<file path="src/sv/rle_bitblt_pixel_decoder_core_defines.svh">
// Assertion macros for the RLE bitblt pixel decoder.
// Included by the RTL files that carry concurrent checks; no other dependencies.
`ifndef RLE_BITBLT_PIXEL_DECODER_CORE_DEFINES_SVH
`define RLE_BITBLT_PIXEL_DECODER_CORE_DEFINES_SVH

`ifndef SYNTHESIS

// Same-cycle implication, disabled while reset is asserted.
`define RBPD_ASSERT_NOW(label, clk, rst_n, ante, cons) \
    label: assert property (@(posedge clk) disable iff (!rst_n) (ante) |-> (cons)) \
        else $error("rbpd check failed");

// Next-cycle implication, disabled while reset is asserted.
`define RBPD_ASSERT_NEXT(label, clk, rst_n, ante, cons) \
    label: assert property (@(posedge clk) disable iff (!rst_n) (ante) |=> (cons)) \
        else $error("rbpd check failed");

`else

`define RBPD_ASSERT_NOW(label, clk, rst_n, ante, cons)
`define RBPD_ASSERT_NEXT(label, clk, rst_n, ante, cons)

`endif

`endif

</file>
<file path="src/sv/rbpd_pkg.sv">
// Shared types and constants of the RLE bitblt pixel decoder.
// No dependencies; imported by rle_bitblt_pixel_decoder_core.
`timescale 1ns / 1ps
`default_nettype none

package rbpd_pkg;

    // Field widths fixed by the interface
    localparam int POS_BITS        = 12;
    localparam int LINE_BITS       = 14;
    localparam int FRAME_BITS      = 24;
    localparam int WRITE_ADDR_BITS = 24;
    localparam int BYTE_BITS       = 8;
    localparam int PIXEL_BITS      = 16;
    localparam int COUNT_BITS      = 8;
    localparam int CFG_DATA_BITS   = 24;
    localparam int CFG_INDEX_BITS  = 1;

    // Begin address: x*2 + y*pitch
    localparam int PROD_BITS      = POS_BITS + LINE_BITS;
    localparam int BEGIN_SUM_BITS = PROD_BITS + 1;

    // Register reset values
    localparam logic [LINE_BITS-1:0]  LINE_BYTES_RESET  = 14'd1600;
    localparam logic [FRAME_BITS-1:0] FRAME_BYTES_RESET = 24'd768000;

    // Register indexes
    localparam logic [CFG_INDEX_BITS-1:0] CFG_LINE_BYTES  = 1'b0;
    localparam logic [CFG_INDEX_BITS-1:0] CFG_FRAME_BYTES = 1'b1;

    // Request kinds
    localparam logic ACT_BEGIN = 1'b0;
    localparam logic ACT_DATA  = 1'b1;

    // Parser phase, one-hot
    typedef enum logic [4:0] {
        PH_HEAD     = 5'b00001,
        PH_PIX_HIGH = 5'b00010,
        PH_RUN_LOW  = 5'b00100,
        PH_RUN_HIGH = 5'b01000,
        PH_LIT_LOW  = 5'b10000
    } phase_t;

endpackage

`default_nettype wire

</file>
<file path="src/sv/rle_bitblt_pixel_decoder_core.sv">
// RLE / raw 16bpp bitblt payload decoder producing framebuffer pixel writes.
// Depends on rbpd_pkg and rle_bitblt_pixel_decoder_core_defines.svh.
`timescale 1ns / 1ps
`default_nettype none

`include "rle_bitblt_pixel_decoder_core_defines.svh"

// Usage
// - Input channel (in_valid / in_stall): one request per accepted edge, either a
//   begin (action 0: pos_x, pos_y, rle_mode) or one payload byte (action 1).
// - Output channel (out_valid / out_stall): one pixel write request, or a
//   zero-count end marker when the last byte completes no pixel.
// - Config port: cfg_wr_en / cfg_index / cfg_data, write only, change only
//   while the block is idle.
// - Path: an accepted request is registered in the input register, then
//   decoded into the result register, which drives out_valid and the
//   write fields.
// - Throughput: 1 request per cycle unless a held result stalls the input,
//   set by the single decode stage that updates parser state and address.
// - Stall: the result register holds while out_stall is high; one further
//   request can sit in the input register. Requests that give no result
//   (begin, header byte, low byte) still drain past a stalled output.
// - Reset: parser awaits a header in raw mode, address 0, pitch 1600,
//   frame size 768000, both channels empty.

module rle_bitblt_pixel_decoder_core
    import rbpd_pkg::*;
#(
    parameter int ADDR_BITS = 24
)
(
    input  wire logic                      clk,
    input  wire logic                      rst_n,

    // config write port
    input  wire logic                      cfg_wr_en,
    input  wire logic [CFG_INDEX_BITS-1:0] cfg_index,
    input  wire logic [CFG_DATA_BITS-1:0]  cfg_data,

    // input channel
    input  wire logic                      in_valid,
    output logic                           in_stall,
    input  wire logic                      action,
    input  wire logic [POS_BITS-1:0]       pos_x,
    input  wire logic [POS_BITS-1:0]       pos_y,
    input  wire logic                      rle_mode,
    input  wire logic [BYTE_BITS-1:0]      data_byte,
    input  wire logic                      last_byte,

    // output channel
    output logic                           out_valid,
    input  wire logic                      out_stall,
    output logic [WRITE_ADDR_BITS-1:0]     write_addr,
    output logic [PIXEL_BITS-1:0]          pixel_value,
    output logic [COUNT_BITS-1:0]          repeat_count,
    output logic                           out_of_range,
    output logic                           end_of_blit
);

    // End address needs a carry bit; compares run at the wider of it and frame size.
    localparam int END_BITS   = ADDR_BITS + 1;
    localparam int CMP_BITS   = (END_BITS > FRAME_BITS) ? END_BITS : FRAME_BITS;
    localparam int BWIDE_BITS = (ADDR_BITS > BEGIN_SUM_BITS) ? ADDR_BITS : BEGIN_SUM_BITS;
    localparam int WADDR_BITS = (ADDR_BITS > WRITE_ADDR_BITS) ? ADDR_BITS : WRITE_ADDR_BITS;
    localparam int MAX_RUN    = 128;

    // ---------------- configuration ----------------
    logic [LINE_BITS-1:0]  line_bytes_reg;
    logic [FRAME_BITS-1:0] frame_bytes_reg;

    always_ff @(posedge clk or negedge rst_n)
    begin
        if (!rst_n)
        begin
            line_bytes_reg  <= LINE_BYTES_RESET;
            frame_bytes_reg <= FRAME_BYTES_RESET;
        end
        else if (cfg_wr_en)
        begin
            case (cfg_index)
                CFG_LINE_BYTES:  line_bytes_reg  <= cfg_data[LINE_BITS-1:0];
                CFG_FRAME_BYTES: frame_bytes_reg <= cfg_data[FRAME_BITS-1:0];
                default:         ;
            endcase
        end
    end

    // ---------------- input register ----------------
    logic                 s1_valid_reg;
    logic                 s1_valid_next;
    logic                 s1_action_reg;
    logic [POS_BITS-1:0]  s1_pos_x_reg;
    logic [POS_BITS-1:0]  s1_pos_y_reg;
    logic                 s1_rle_mode_reg;
    logic [BYTE_BITS-1:0] s1_byte_reg;
    logic                 s1_last_reg;
    logic                 out_valid_reg;

    logic in_accept;
    logic s1_produce;   // request in s1 yields a result
    logic s1_adv;       // s1 may move on this cycle
    logic s1_proc;      // s1 is decoded this cycle

    assign s1_adv    = !out_valid_reg || !out_stall || !s1_produce;
    assign s1_proc   = s1_valid_reg && s1_adv;
    assign in_stall  = s1_valid_reg && !s1_adv;
    assign in_accept = in_valid && !in_stall;

    always_comb
    begin
        s1_valid_next = s1_valid_reg;
        if (in_accept)
            s1_valid_next = 1'b1;
        else if (s1_adv)
            s1_valid_next = 1'b0;
    end

    always_ff @(posedge clk or negedge rst_n)
    begin
        if (!rst_n)
            s1_valid_reg <= 1'b0;
        else
            s1_valid_reg <= s1_valid_next;
    end

    always_ff @(posedge clk)
    begin
        if (in_accept)
        begin
            s1_action_reg   <= action;
            s1_pos_x_reg    <= pos_x;
            s1_pos_y_reg    <= pos_y;
            s1_rle_mode_reg <= rle_mode;
            s1_byte_reg     <= data_byte;
            s1_last_reg     <= last_byte;
        end
    end

    // ---------------- parser state ----------------
    logic [ADDR_BITS-1:0]  next_addr_reg;
    logic [ADDR_BITS-1:0]  next_addr_next;
    phase_t                phase_reg;
    phase_t                phase_next;
    logic [COUNT_BITS-1:0] left_reg;
    logic [COUNT_BITS-1:0] left_next;
    logic [BYTE_BITS-1:0]  hold_reg;
    logic [BYTE_BITS-1:0]  hold_next;
    logic                  coded_reg;
    logic                  coded_next;

    // begin address: one 12x14 multiply and one add
    logic [PROD_BITS-1:0]      begin_prod;
    logic [BEGIN_SUM_BITS-1:0] begin_sum;
    logic [BWIDE_BITS-1:0]     begin_wide;

    assign begin_prod = s1_pos_y_reg * line_bytes_reg;
    assign begin_sum  = BEGIN_SUM_BITS'(begin_prod) + BEGIN_SUM_BITS'({s1_pos_x_reg, 1'b0});
    assign begin_wide = BWIDE_BITS'(begin_sum);

    // payload decode
    logic                  emit;
    logic [COUNT_BITS-1:0] emit_count;
    logic [PIXEL_BITS-1:0] emit_pixel;
    logic [END_BITS-1:0]   end_sum;
    logic                  past_frame;

    always_comb
    begin
        emit       = 1'b0;
        emit_count = '0;
        emit_pixel = {s1_byte_reg, hold_reg};
        phase_next = phase_reg;
        left_next  = left_reg;
        hold_next  = hold_reg;
        case (phase_reg)
            PH_PIX_HIGH:
            begin
                emit       = 1'b1;
                emit_count = COUNT_BITS'(1);
                if (coded_reg && (left_reg > COUNT_BITS'(1)))
                begin
                    left_next  = left_reg - COUNT_BITS'(1);
                    phase_next = PH_LIT_LOW;
                end
                else
                begin
                    left_next  = '0;
                    phase_next = PH_HEAD;
                end
            end
            PH_RUN_LOW:
            begin
                hold_next  = s1_byte_reg;
                phase_next = PH_RUN_HIGH;
            end
            PH_RUN_HIGH:
            begin
                emit       = 1'b1;
                emit_count = left_reg;
                left_next  = '0;
                phase_next = PH_HEAD;
            end
            PH_LIT_LOW:
            begin
                hold_next  = s1_byte_reg;
                phase_next = PH_PIX_HIGH;
            end
            default:
            begin
                // section header, or low byte in raw mode
                if (!coded_reg)
                begin
                    hold_next  = s1_byte_reg;
                    phase_next = PH_PIX_HIGH;
                end
                else
                begin
                    left_next  = COUNT_BITS'(s1_byte_reg[BYTE_BITS-2:0]) + COUNT_BITS'(1);
                    phase_next = s1_byte_reg[BYTE_BITS-1] ? PH_RUN_LOW : PH_LIT_LOW;
                end
            end
        endcase

        // last byte: close out, marker result if no pixel was completed
        if (s1_last_reg)
        begin
            if (!emit)
            begin
                emit_pixel = '0;
                emit_count = '0;
            end
            phase_next = PH_HEAD;
            left_next  = '0;
            hold_next  = '0;
        end
    end

    assign end_sum    = END_BITS'(next_addr_reg) + END_BITS'({emit_count, 1'b0});
    assign past_frame = (emit_count != '0) &&
                        (CMP_BITS'(end_sum) > CMP_BITS'(frame_bytes_reg));
    assign s1_produce = (s1_action_reg == ACT_DATA) && (emit || s1_last_reg);

    // state update; a begin overrides the payload decode
    logic [ADDR_BITS-1:0]  st_addr;
    phase_t                st_phase;
    logic [COUNT_BITS-1:0] st_left;
    logic [BYTE_BITS-1:0]  st_hold;

    always_comb
    begin
        next_addr_next = next_addr_reg;
        st_phase = phase_reg;
        st_addr  = next_addr_reg;
        st_left  = left_reg;
        st_hold  = hold_reg;
        coded_next = coded_reg;
        if (s1_proc)
        begin
            if (s1_action_reg == ACT_BEGIN)
            begin
                st_addr    = begin_wide[ADDR_BITS-1:0];
                st_phase   = PH_HEAD;
                st_left    = '0;
                st_hold    = '0;
                coded_next = s1_rle_mode_reg;
            end
            else
            begin
                st_addr  = end_sum[ADDR_BITS-1:0];
                st_phase = phase_next;
                st_left  = left_next;
                st_hold  = hold_next;
            end
        end
        next_addr_next = st_addr;
    end

    always_ff @(posedge clk or negedge rst_n)
    begin
        if (!rst_n)
        begin
            next_addr_reg <= '0;
            phase_reg     <= PH_HEAD;
            left_reg      <= '0;
            hold_reg      <= '0;
            coded_reg     <= 1'b0;
        end
        else
        begin
            next_addr_reg <= next_addr_next;
            phase_reg     <= st_phase;
            left_reg      <= st_left;
            hold_reg      <= st_hold;
            coded_reg     <= coded_next;
        end
    end

    // ---------------- result register ----------------
    logic                       out_valid_next;
    logic [WRITE_ADDR_BITS-1:0] out_addr_reg;
    logic [PIXEL_BITS-1:0]      out_pixel_reg;
    logic [COUNT_BITS-1:0]      out_count_reg;
    logic                       out_oor_reg;
    logic                       out_eob_reg;
    logic [WADDR_BITS-1:0]      addr_ext;
    logic                       out_load;

    assign addr_ext = WADDR_BITS'(next_addr_reg);
    assign out_load = s1_proc && s1_produce;

    always_comb
    begin
        out_valid_next = out_valid_reg;
        if (out_load)
            out_valid_next = 1'b1;
        else if (!out_stall)
            out_valid_next = 1'b0;
    end

    always_ff @(posedge clk or negedge rst_n)
    begin
        if (!rst_n)
            out_valid_reg <= 1'b0;
        else
            out_valid_reg <= out_valid_next;
    end

    always_ff @(posedge clk)
    begin
        if (out_load)
        begin
            out_addr_reg  <= addr_ext[WRITE_ADDR_BITS-1:0];
            out_pixel_reg <= emit_pixel;
            out_count_reg <= emit_count;
            out_oor_reg   <= past_frame;
            out_eob_reg   <= s1_last_reg;
        end
    end

    assign out_valid    = out_valid_reg;
    assign write_addr   = out_addr_reg;
    assign pixel_value  = out_pixel_reg;
    assign repeat_count = out_count_reg;
    assign out_of_range = out_oor_reg;
    assign end_of_blit  = out_eob_reg;

    // ---------------- checks ----------------
    `RBPD_ASSERT_NOW(a_run_in_range, clk, rst_n, out_valid, repeat_count <= COUNT_BITS'(MAX_RUN))
    `RBPD_ASSERT_NOW(a_oor_has_pixels, clk, rst_n, out_valid && out_of_range, repeat_count != '0)
    `RBPD_ASSERT_NOW(a_empty_only_at_end, clk, rst_n, out_valid && (repeat_count == '0), end_of_blit)
    `RBPD_ASSERT_NOW(a_coded_phase_count, clk, rst_n,
        (phase_reg == PH_RUN_LOW) || (phase_reg == PH_RUN_HIGH) || (phase_reg == PH_LIT_LOW),
        left_reg != '0)
    `RBPD_ASSERT_NEXT(a_begin_sets_head, clk, rst_n, s1_proc && (s1_action_reg == ACT_BEGIN),
        phase_reg == PH_HEAD)

endmodule

`default_nettype wire

</file>
<file path="config.mk">
export PLATFORM = sky130hd
export DESIGN_NAME = rle_bitblt_pixel_decoder_core
export DESIGN_NICKNAME = d
export VERILOG_FILES = /design/src/sv/rbpd_pkg.sv /design/src/sv/rle_bitblt_pixel_decoder_core.sv
export VERILOG_INCLUDE_DIRS = /design/src /design/src/sv
export SDC_FILE = /design/constraint.sdc
export NUM_CORES = 1
export LEC_CHECK = 0
export BUFFER_PORTS_ARGS = -buffer_cell sky130_fd_sc_hd__buf_2
export CAP_MARGIN = 20
export CORE_MARGIN = 2
export CORE_UTILIZATION = 42
export CTS_CLUSTER_SIZE = 30
export DETAILED_ROUTE_END_ITERATION = 6
export PLACE_DENSITY = 0.56
export SETUP_SLACK_MARGIN = 0.5
export SYNTH_ARGS = -nofsm -noshare
export SYNTH_HDL_FRONTEND = slang
export SYNTH_SLANG_ARGS = --single-unit
</file>
<file path="constraint.sdc">
create_clock -name clk -period 10.6 [get_ports clk]
set_input_delay 1.06 -clock clk [delete_from_list [all_inputs] [get_ports clk]]
set_output_delay 1.06 -clock clk [all_outputs]
set_load 0.01 [all_outputs]
</file>
=== Word-level counts from Yosys, hierarchy flattened ===
Index checks and enable logic that the tools add are counted.

* Word-level logic and storage cells: 88
* Bits of input ports: 65
* Flip-flop bits (word level): 171

* Bitwise gates (word level): 2
* Add/subtract/negate cells: 4
* Multiplexer cells: 26
* Equal/unequal tests: 9
* Multipliers: 1
* $lt $le $gt $ge: 2
* Reductions and logical operators: 24

{| class="wikitable"
|+ Operators by type and width
! cell !! number
|-
| $mux W8 || 9
|-
| $mux W16 || 2
|-
| $pmux W8 S2 || 2
|-
| $add A24 B9 Y25 || 1
|-
| $gt A25 B24 Y1 || 1
|-
| $mux W5 || 5
|-
| $add A24 B13 Y24 || 1
|-
| $mul A12 B14 Y24 || 1
|-
| $mux W24 || 1
|-
| $pmux W8 S3 || 1
|-
| $pmux W5 S4 || 1
|-
| $add A7 B1 Y8 const B || 1
|-
| $gt A8 B1 Y1 const B || 1
|-
| $reduce_bool A8 Y1 || 1
|-
| $sub A8 B1 Y8 const B || 1
|-
| $logic_and A1 B1 Y1 || 7
|-
| $ne A3 B2 Y1 const B || 2
|-
| $reduce_and A2 Y1 || 3
|-
| $reduce_and A3 Y1 || 2
|-
| $eq A5 B2 Y1 const B || 1
|-
| $eq A5 B3 Y1 const B || 1
|-
| $eq A5 B4 Y1 const B || 1
|-
| $eq A5 B5 Y1 const B || 1
|-
| $logic_not A1 Y1 || 5
|-
| 8 further kinds || 16
|}

=== Longest topological paths before layout ===
Gate-level depths: netlist (run 1).

* Depth after elaboration: 12
* Mapped depth: 22
* Depth with buffers taken out: 20

=== Worst setup path before layout (run 1) ===
No wires, ideal clock.

* Path kind: flip-flop to flip-flop
* Start: register s1_pos_y_reg[1]
* End: register next_addr_reg[18] (netlist: addr_ext[18])
* Slack: 5.291 ns
* Data arrival time: 5.205 ns
* Data required time: 10.496 ns
* Clock period less this slack: 5.309 ns
* Path buffers: 1
* Stages on the path, launching flop included: 20
* Cells stage by stage: edfxtp_1 > clkbuf_1 > and2_1 > fa_1 > inv_1 > fa_1 > inv_1 > fa_1 > inv_1 > fa_1 > fa_1 > inv_1 > ha_1 > o21a_1 > o31a_1 > o41a_1 > a211o_1 > a21boi_1 > xor2_1 > a221oi_1

* Cells in the longest elaborated chain, start to end: 3

{| class="wikitable"
|+ Ends and longest elaborated chain
! what !! line !! text
|-
| start, declared || rle_bitblt_pixel_decoder_core.sv:93 || <nowiki>logic [POS_BITS-1:0] s1_pos_y_reg;</nowiki>
|-
| start signal, assigned || rle_bitblt_pixel_decoder_core.sv:132 || <nowiki>s1_pos_y_reg <= pos_y;</nowiki>
|-
| $mul A12 B14 Y24 || rle_bitblt_pixel_decoder_core.sv:156 || <nowiki>assign begin_prod = s1_pos_y_reg * line_bytes_reg;</nowiki>
|-
| $add A24 B13 Y24 || rle_bitblt_pixel_decoder_core.sv:157 || <nowiki>assign begin_sum = BEGIN_SUM_BITS'(begin_prod) + BEGIN_SUM_BITS'({s1_pos_x_reg, 1'b0});</nowiki>
|-
| $mux W24 || rle_bitblt_pixel_decoder_core.sv:259 || <nowiki>if (s1_action_reg == ACT_BEGIN)</nowiki>
|-
| end signal, assigned || rle_bitblt_pixel_decoder_core.sv:290 || <nowiki>next_addr_reg <= next_addr_next;</nowiki>
|-
| end, declared || rle_bitblt_pixel_decoder_core.sv:140 || <nowiki>logic [ADDR_BITS-1:0] next_addr_reg;</nowiki>
|}

No other way between the ends.
A chain may end at the register's enable or synchronous reset.

=== Worst setup path after layout (run 1) ===
* Start: register s1_pos_y_reg[6]
* End: register next_addr_reg[23] (netlist: addr_ext[23])

Same word-level chain as after synthesis.

==> summary.txt, run 1 <==
Outcome
  – Status: finished, final reports clean

STA
  – RSZ-0062 raised after global routing: false
  – Fin crit share: 0.538
  – Fmax: 175 MHz
  – Slew Limit Fails: 0
  – Normalized max-slew margin: 0.343
  – Final setup TNS: 0 ps
  – Final hold viol count: 0
  – Min Clock Period, post-route: 5700 ps
  – Final-report setup violation count: 0
  – Worst slew pin tran: 981 ps
  – Clock skew: 13.3 ps

Layout
  – Finished Core Util: 0.474
  – Multi-input gate area: 0.00801 mm2
  – Commonest non-fill, non-tap cell in the layout: inv_1
  – Non-filler cells in the finished layout: 1917
  – N_diodes: 0
  – Fill cell count: 3059
  – Final Net Count: 1753
  – Most frequent cells in the layout: 239 x inv_1, 142 x nand2_1, 132 x fa_1
  – Share of cells above drive strength 1: 0.153
  – Area Overhead vs Synth: 11.5%
  – Register area: 0.00472 mm2

Routing
  – DR DRC count: 0
  – Routed WL per cell: 17.2 um
  – Vias per inst: 5.10
  – Detailed Route WL: 33000 um
  – Post-route ant nets: 0
  – DRT iter0 DRCs: 471
  – Drt first pass iters: 5
  – Vias: 9772

Logic synthesis
  – Number of synthesized flops with an enable pin: 85
  – Largest family of logic cells by synthesized area: adder cells
  – Post-synthesis register bit count: 171
  – Total number of yosys warnings: 0
  – Ys async rst share: 0.503
  – Synthesized area per cell: 10.1 um2
  – Syn Nets: 1663
  – Seq/Total Area, Yosys: 0.342
  – Mapped Cells: 1372
  – Library cells used by synthesis: 63
  – Post-synth top flop: edfxtp_1
  – Syn Std Cell Area: 0.0138 mm2
  – Mux share of post-synthesis cell area: 0.0415
  – Post-Synth Simple-Gate Area: 0.146
  – Compound-Gate Fraction of Synth Area: 0.0855
  – Adder-cell share of the synthesized area: 0.277
  – Synth Area in XOR/XNOR: 0.0295

Placement
  – Hpwl dp: 25800 um
  – Routability cong.: 0.879
  – Placed Instances: 1885
  – IO buf count: 116

Power
  – Leakage power: 7.24 nW
  – Worst VDD drop: 387 uV
  – Comb power frac: 0.700
  – Total power: 5.37 mW
  – Clock share of power: 0.119
  – Net switching power figure: 2.64 mW
  – Pwr Density: 349 mW/mm2
  – Pint: 2.73 mW
  – Sw Ratio: 0.491
  – Reg power frac: 0.182

GRT
  – Initial antenna violation count: 0
  – Largest net degree at the start of global routing: 51
  – Vias in the first global route: 9922
  – First-pass GRT wire length: 53600 um
  – Grt total ovfl: 0
  – Global-route usage over all layers: 0.205

Worst setup path
  – Slowest cell on the critical path: edfxtp_1
  – Worst r2r path cells: 16
  – CP cell instances: and2_1 > fa_1 > inv_1 > fa_1 > inv_1 > fa_1 > fa_1 > inv_1 > fa_1 > inv_1 > ha_1 > nand4_1 > a2111o_1 > a31oi_1 > a311oi_1 > a211o_1
  – CP max stage delay: 630 ps
  – Worst r2r src: s1_pos_y_reg[6]
  – Data arrival, critical path: 6030 ps
  – R2r setup slk: 4900 ps
  – Worst setup endpoint: addr_ext[23]
  – Crit path max fanout: 14
  – Crit path launch type: register
  – Worst Setup SP: s1_pos_y_reg[6]
  – Most repeated library cell on the critical path: fa_1
  – Data required, critical path: 10930 ps
  – Crit Path Class: reg -> reg
  – CP Capture Type: register
  – Reg2Reg Capture Point: addr_ext[23]

Clock tree
  – Post-CTS Hold Fix Bufs: 0
  – Reg clk slew, reported paths: 80 ps
  – Root buffer cell: clkbuf_16
  – Clock latency on the worst-skew pair: 450 ps
  – CTS Sinks: 171
  – Total CTS buffers: 17
  – Post-CTS sizing: 0
  – H-tree levels: 4
  – CTS tree: yes
  – Post-CTS Repair Setup Buffers: 0
  – Max Root-Sink Buffers: 2

Floorplanning
  – Die Height: 185 um
  – DIE WIDTH: 185 um
  – Num rows: 66
  – Die area: 0.0343 mm2
  – CORE AREA: 0.0325 mm2
  – Starting Density: 0.426
  – I/O pin count: 117

Min path
  – Worst Hold Class: reg -> reg

Run
  – Max-cap violation count: 0
==> metrics by stage <==
stage / setup WS, ps / area (um2) / hold slack [ps]
after floorplan: 5290 / 13800 / 415
after global placement: 5000 / 14800 / 423
after detailed placement: 4930 / 14800 / 431
after CTS: 4910 / 15400 / 451
after global routing: 4630 / 15400 / 510
final: 4900 / 15400 / 443
==> worst min path at each step <==
stage               cells past startpoint            start   endpoint
global route                            2  s1_rle_mode_reg  coded_reg
finish                                  2  s1_rle_mode_reg  coded_reg
global placement                        2  s1_rle_mode_reg  coded_reg
floorplan                               2  s1_rle_mode_reg  coded_reg
detailed placement                      2  s1_rle_mode_reg  coded_reg
CTS                                     2  s1_rle_mode_reg  coded_reg
==> cell type report <==
class                           count  share of cell area
Tap cell                          442              0.0359
Multi-Input combinational cell    909               0.520
Timing Repair Buffer              124              0.0418
Sequential cell                   171               0.306
Clock buffer                       18              0.0279
Inverter                          239              0.0583
Clock inverter                     14             0.00991
==> synthesized netlist by cell type, types with 5 or more instances <==
| cell | n | area, um2 |
|---|---|---|
| nand3_1 | 32 | 160 |
| fa_1 | 132 | 2640 |
| a31oi_1 | 5 | 31.3 |
| ha_1 | 94 | 1180 |
| nand2_1 | 142 | 533 |
| a21oi_1 | 42 | 210 |
| xor2_1 | 19 | 166 |
| nor2_1 | 62 | 233 |
| nand2b_1 | 7 | 43.8 |
| a21o_1 | 17 | 128 |
| dfstp_2 | 11 | 289 |
| mux2_2 | 42 | 473 |
| mux2i_1 | 10 | 100 |
| and2_1 | 108 | 676 |
| nand4_1 | 8 | 50.1 |
| edfxtp_1 | 85 | 2550 |
| xnor2_1 | 25 | 219 |
| a211oi_1 | 9 | 67.6 |
| inv_1 | 239 | 897 |
| clkbuf_1 | 47 | 176 |
| o21ai_1 | 12 | 60.1 |
| o22ai_1 | 10 | 62.6 |
| o21ai_0 | 39 | 195 |
| nor3_1 | 14 | 70.1 |
| o31ai_1 | 5 | 37.5 |
| and3_1 | 7 | 43.8 |
| nor2b_1 | 7 | 43.8 |
| dfrtp_1 | 75 | 1880 |
==> routing by layer <==
metal	vias to the layer above	wire length [um]	share of wire	track usage
met5	-	0	0	0
met4	0	578	0.018	0.0597
met3	35	1300	0.039	0.0303
met2	212	15800	0.48	0.335
met1	4883	15300	0.46	0.283
li1	4642	-	-	-
==> critical path, delay by kind of cell, from the launching register on <==
| kind | cells | cell delay [ps] |
|---|---|---|
| simple gates | 2 | 530 |
| buf+inv | 4 | 200 |
| fa+ha+maj | 6 | 2980 |
| flops | 1 | 630 |
| compound gates | 4 | 1240 |
==> power groups by stage <==
| stage | combinational [mW] | clock (mW) | sequential, mW |
|---|---|---|---|
| detailed placement | 3.77 | 0 | 0.987 |
| CTS | 3.79 | 0.654 | 0.974 |
| global route | 4.29 | 0.678 | 0.992 |
| finish | 3.76 | 0.636 | 0.975 |
| floorplan | 2.95 | 0 | 0.902 |
| global placement | 3.75 | 0 | 0.984 |
==> logic make-up (layout without fill, tap and decap cells) <==
group                      count (synthesis)  in the layout
buffers and inverters                    292            395
DFF                                      171            171
xor gates and xnor gates                  45             45
adders and majority gates                226            226
muxes                                     52             52
AOI/OAI and AO/OA                        179            179
and+or+nand+nor                          407            407
No activity file was read; power rests on OpenSTA's default activity.
==> run 2: changes to the inputs <==
Clock period 10.6 ns to 5.8 ns, I/O delays scaled along.
==> summary.txt, run 2 (synthesis gave the netlist of run 1 again) <==
Floorplanning
  – Num rows: 66 (unchanged)
  – I/O pin count: 117 (unchanged)
  – Die Height: 185 um (unchanged)
  – DIE WIDTH: 185 um (unchanged)
  – Starting Density: 0.426 (unchanged)
  – Die area: 0.0343 mm2 (unchanged)
  – CORE AREA: 0.0325 mm2 (unchanged)

Worst setup path
  – Crit path depth: 19 (was 16)
  – Data arrival, critical path: 5720 ps (was 6030 ps)
  – Delay-heaviest family, CP: adder cells (unchanged)
  – Worst r2r src: s1_pos_y_reg[2] (was s1_pos_y_reg[6])
  – Worst r2r path cells: 19 (was 16)
  – CP cell instances: buf_4 > buf_6 > and2_4 > fa_1 > inv_2 > fa_1 > inv_2 > fa_1 > fa_1 > inv_2 > fa_1 > inv_2 > ha_4 > nand3_4 > a2111o_1 > nand3_2 > mux2_4 > a311oi_2 > nor2_1 (was and2_1 > fa_1 > inv_1 > fa_1 > inv_1 > fa_1 > fa_1 > inv_1 > fa_1 > inv_1 > ha_1 > nand4_1 > a2111o_1 > a31oi_1 > a311oi_1 > a211o_1)
  – Crit Path Class: reg -> reg (unchanged)
  – Worst Setup SP: s1_pos_y_reg[2] (was s1_pos_y_reg[6])
  – Crit path buf inv count: 6 (was 4)
  – Slowest cell on the critical path: fa_1 (was edfxtp_1)
  – CP max stage delay: 540 ps (was 630 ps)
  – R2r setup slk: 420 ps (was 4900 ps)
  – Reg2Reg Capture Point: addr_ext[19] (was addr_ext[23])
  – Worst setup endpoint: addr_ext[19] (was addr_ext[23])
  – Data required, critical path: 6140 ps (was 10930 ps)
  – Crit path max fanout: 4 (was 14)
  – CP Capture Type: register (unchanged)
  – Most repeated library cell on the critical path: fa_1 (unchanged)
  – Crit path launch type: register (unchanged)

Outcome
  – Status: finished, final reports clean (unchanged)

Clock tree
  – H-tree levels: 4 (unchanged)
  – Max Root-Sink Buffers: 2 (unchanged)
  – Reg clk slew, reported paths: 80 ps (about the same)
  – CTS tree: yes (unchanged)
  – CTS Sinks: 171 (unchanged)
  – Root buffer cell: clkbuf_16 (unchanged)
  – Total CTS buffers: 17 (unchanged)
  – Clock latency on the worst-skew pair: 450 ps (about the same)

Layout
  – Non-filler cells in the finished layout: 1994 (was 1917)
  – N_diodes: 0 (unchanged)
  – Final Net Count: 1830 (was 1753)
  – Commonest non-fill, non-tap cell in the layout: inv_1 (unchanged)
  – Design area: 0.0164 mm2 (was 0.0154 mm2)
  – Most frequent cells in the layout: 223 x inv_1, 140 x nand2_1, 129 x fa_1 (was 239 x inv_1, 142 x nand2_1, 132 x fa_1)
  – Area Overhead vs Synth: 18.7% (was 11.5%)
  – Share of cells above drive strength 1: 0.242 (was 0.153)

STA
  – Worst slew pin tran: 1030 ps (was 981 ps)
  – Final setup TNS: 0 ps (unchanged)
  – Min Clock Period, post-route: 5380 ps (was 5700 ps)
  – Clock skew: 9.24 ps (was 13.3 ps)
  – Fin crit share: 0.927 (was 0.538)
  – Final-report setup violation count: 0 (unchanged)
  – Slew Limit Fails: 0 (unchanged)
  – Fmax: 186 MHz (was 175 MHz)
  – RSZ-0062 raised after global routing: true (was false)
  – Final hold viol count: 0 (unchanged)
  – Normalized max-slew margin: 0.309 (was 0.343)

Routing
  – DR DRC count: 0 (unchanged)
  – Drt first pass iters: 5 (unchanged)
  – Vias: 10230 (was 9772)
  – Met3 routed WL: 1750 um (was 1300 um)
  – Met2 WL: 17100 um (was 15800 um)
  – Top layer in use: met4 (unchanged)
  – Detailed Route WL: 35000 um (was 33000 um)
  – Post-route ant nets: 0 (unchanged)
  – Routed WL per cell: 17.6 um (was 17.2 um)
  – Met1 Wirelength: 15600 um (was 15300 um)
  – Vias per inst: 5.13 (was 5.10)
  – DRT iter0 DRCs: 554 (was 471)

Placement
  – Hpwl dp: 26800 um (was 25800 um)
  – Area after DPL: 0.0150 mm2 (was 0.0148 mm2)
  – Routability cong.: 0.868 (was 0.879)
  – IO buf count: 116 (unchanged)
  – Placed Instances: 1903 (was 1885)

GRT
  – Largest net degree at the start of global routing: 70 (was 51)
  – Initial antenna violation count: 0 (unchanged)
  – Global-route usage over all layers: 0.216 (was 0.205)
  – Grt total ovfl: 0 (unchanged)
  – Vias in the first global route: 10556 (was 9922)
  – First-pass GRT wire length: 56200 um (was 53600 um)

Min path
  – Worst Hold Class: in -> reg (was reg -> reg)
  – Min-Delay Path Depth: 1 (was 2)

Run
  – Max-cap violation count: 0 (unchanged)
run 2: changes by cell type in the layout (fill, tap and decap cells not counted), sizes merged:
| cell | before | now |
|---|---|---|
| buf | 124 | 199 |
| bufinv | 1 | 2 |
| clkdlybuf4s18 | 0 | 1 |
| clkinv | 4 | 3 |
| clkinvlp | 1 | 2 |
| dlygate4sd3 | 0 | 1 |
| inv | 247 | 246 |
run 2: what timing repair did:
item,in CTS,in global routing
hold buffers,1,0
cloned,0,0
hold endpoints to repair,17,0
pin swaps,46,37
resized for setup,56,34
buffers inserted,50,8
setup endpoints to repair,10,11
run 2: how the worst min path moves through the flow:
stage | from | to
after floorplan | rst_n | addr_ext[0]
after global placement | s1_rle_mode_reg | coded_reg
after detailed placement | s1_rle_mode_reg | coded_reg
after CTS | pos_x[9] | s1_pos_x_reg[9]
after global routing | pos_x[9] | s1_pos_x_reg[9]
final | pos_x[9] | s1_pos_x_reg[9]
run 2: metrics by stage:
step	util	hold WS [ps]	worst slack, ps
2_1_floorplan	-	284	519
3_3_place_gp	0.461	421	246
3_5_place_dp	0.461	446	175
4_1_cts	0.499	269	435
5_1_grt	0.505	271	226
6_report	0.505	297	421
run 2: final cells by class:
| cell class | instances | area, um2 |
|---|---|---|
| well taps | 442 | 553 |
| repair buffers | 201 | 1280 |
| clock buffers | 18 | 429 |
| multi-input cells | 909 | 8320 |
| clock inverters | 14 | 179 |
| flip-flops and latches | 171 | 4730 |
| inverters | 239 | 897 |
| fillers | 2985 | 16100 |
run 2: metal layers:
layer | track usage | vias to the layer above
li1 | - | 4790
met1 | 0.287 | 5158
met2 | 0.362 | 249
met3 | 0.0417 | 33
met4 | 0.0556 | 0
met5 | 0 | -
Power of run 2 is not shown: default switching activity piles up to over one toggle a cycle in this logic, so the estimate is an artifact.
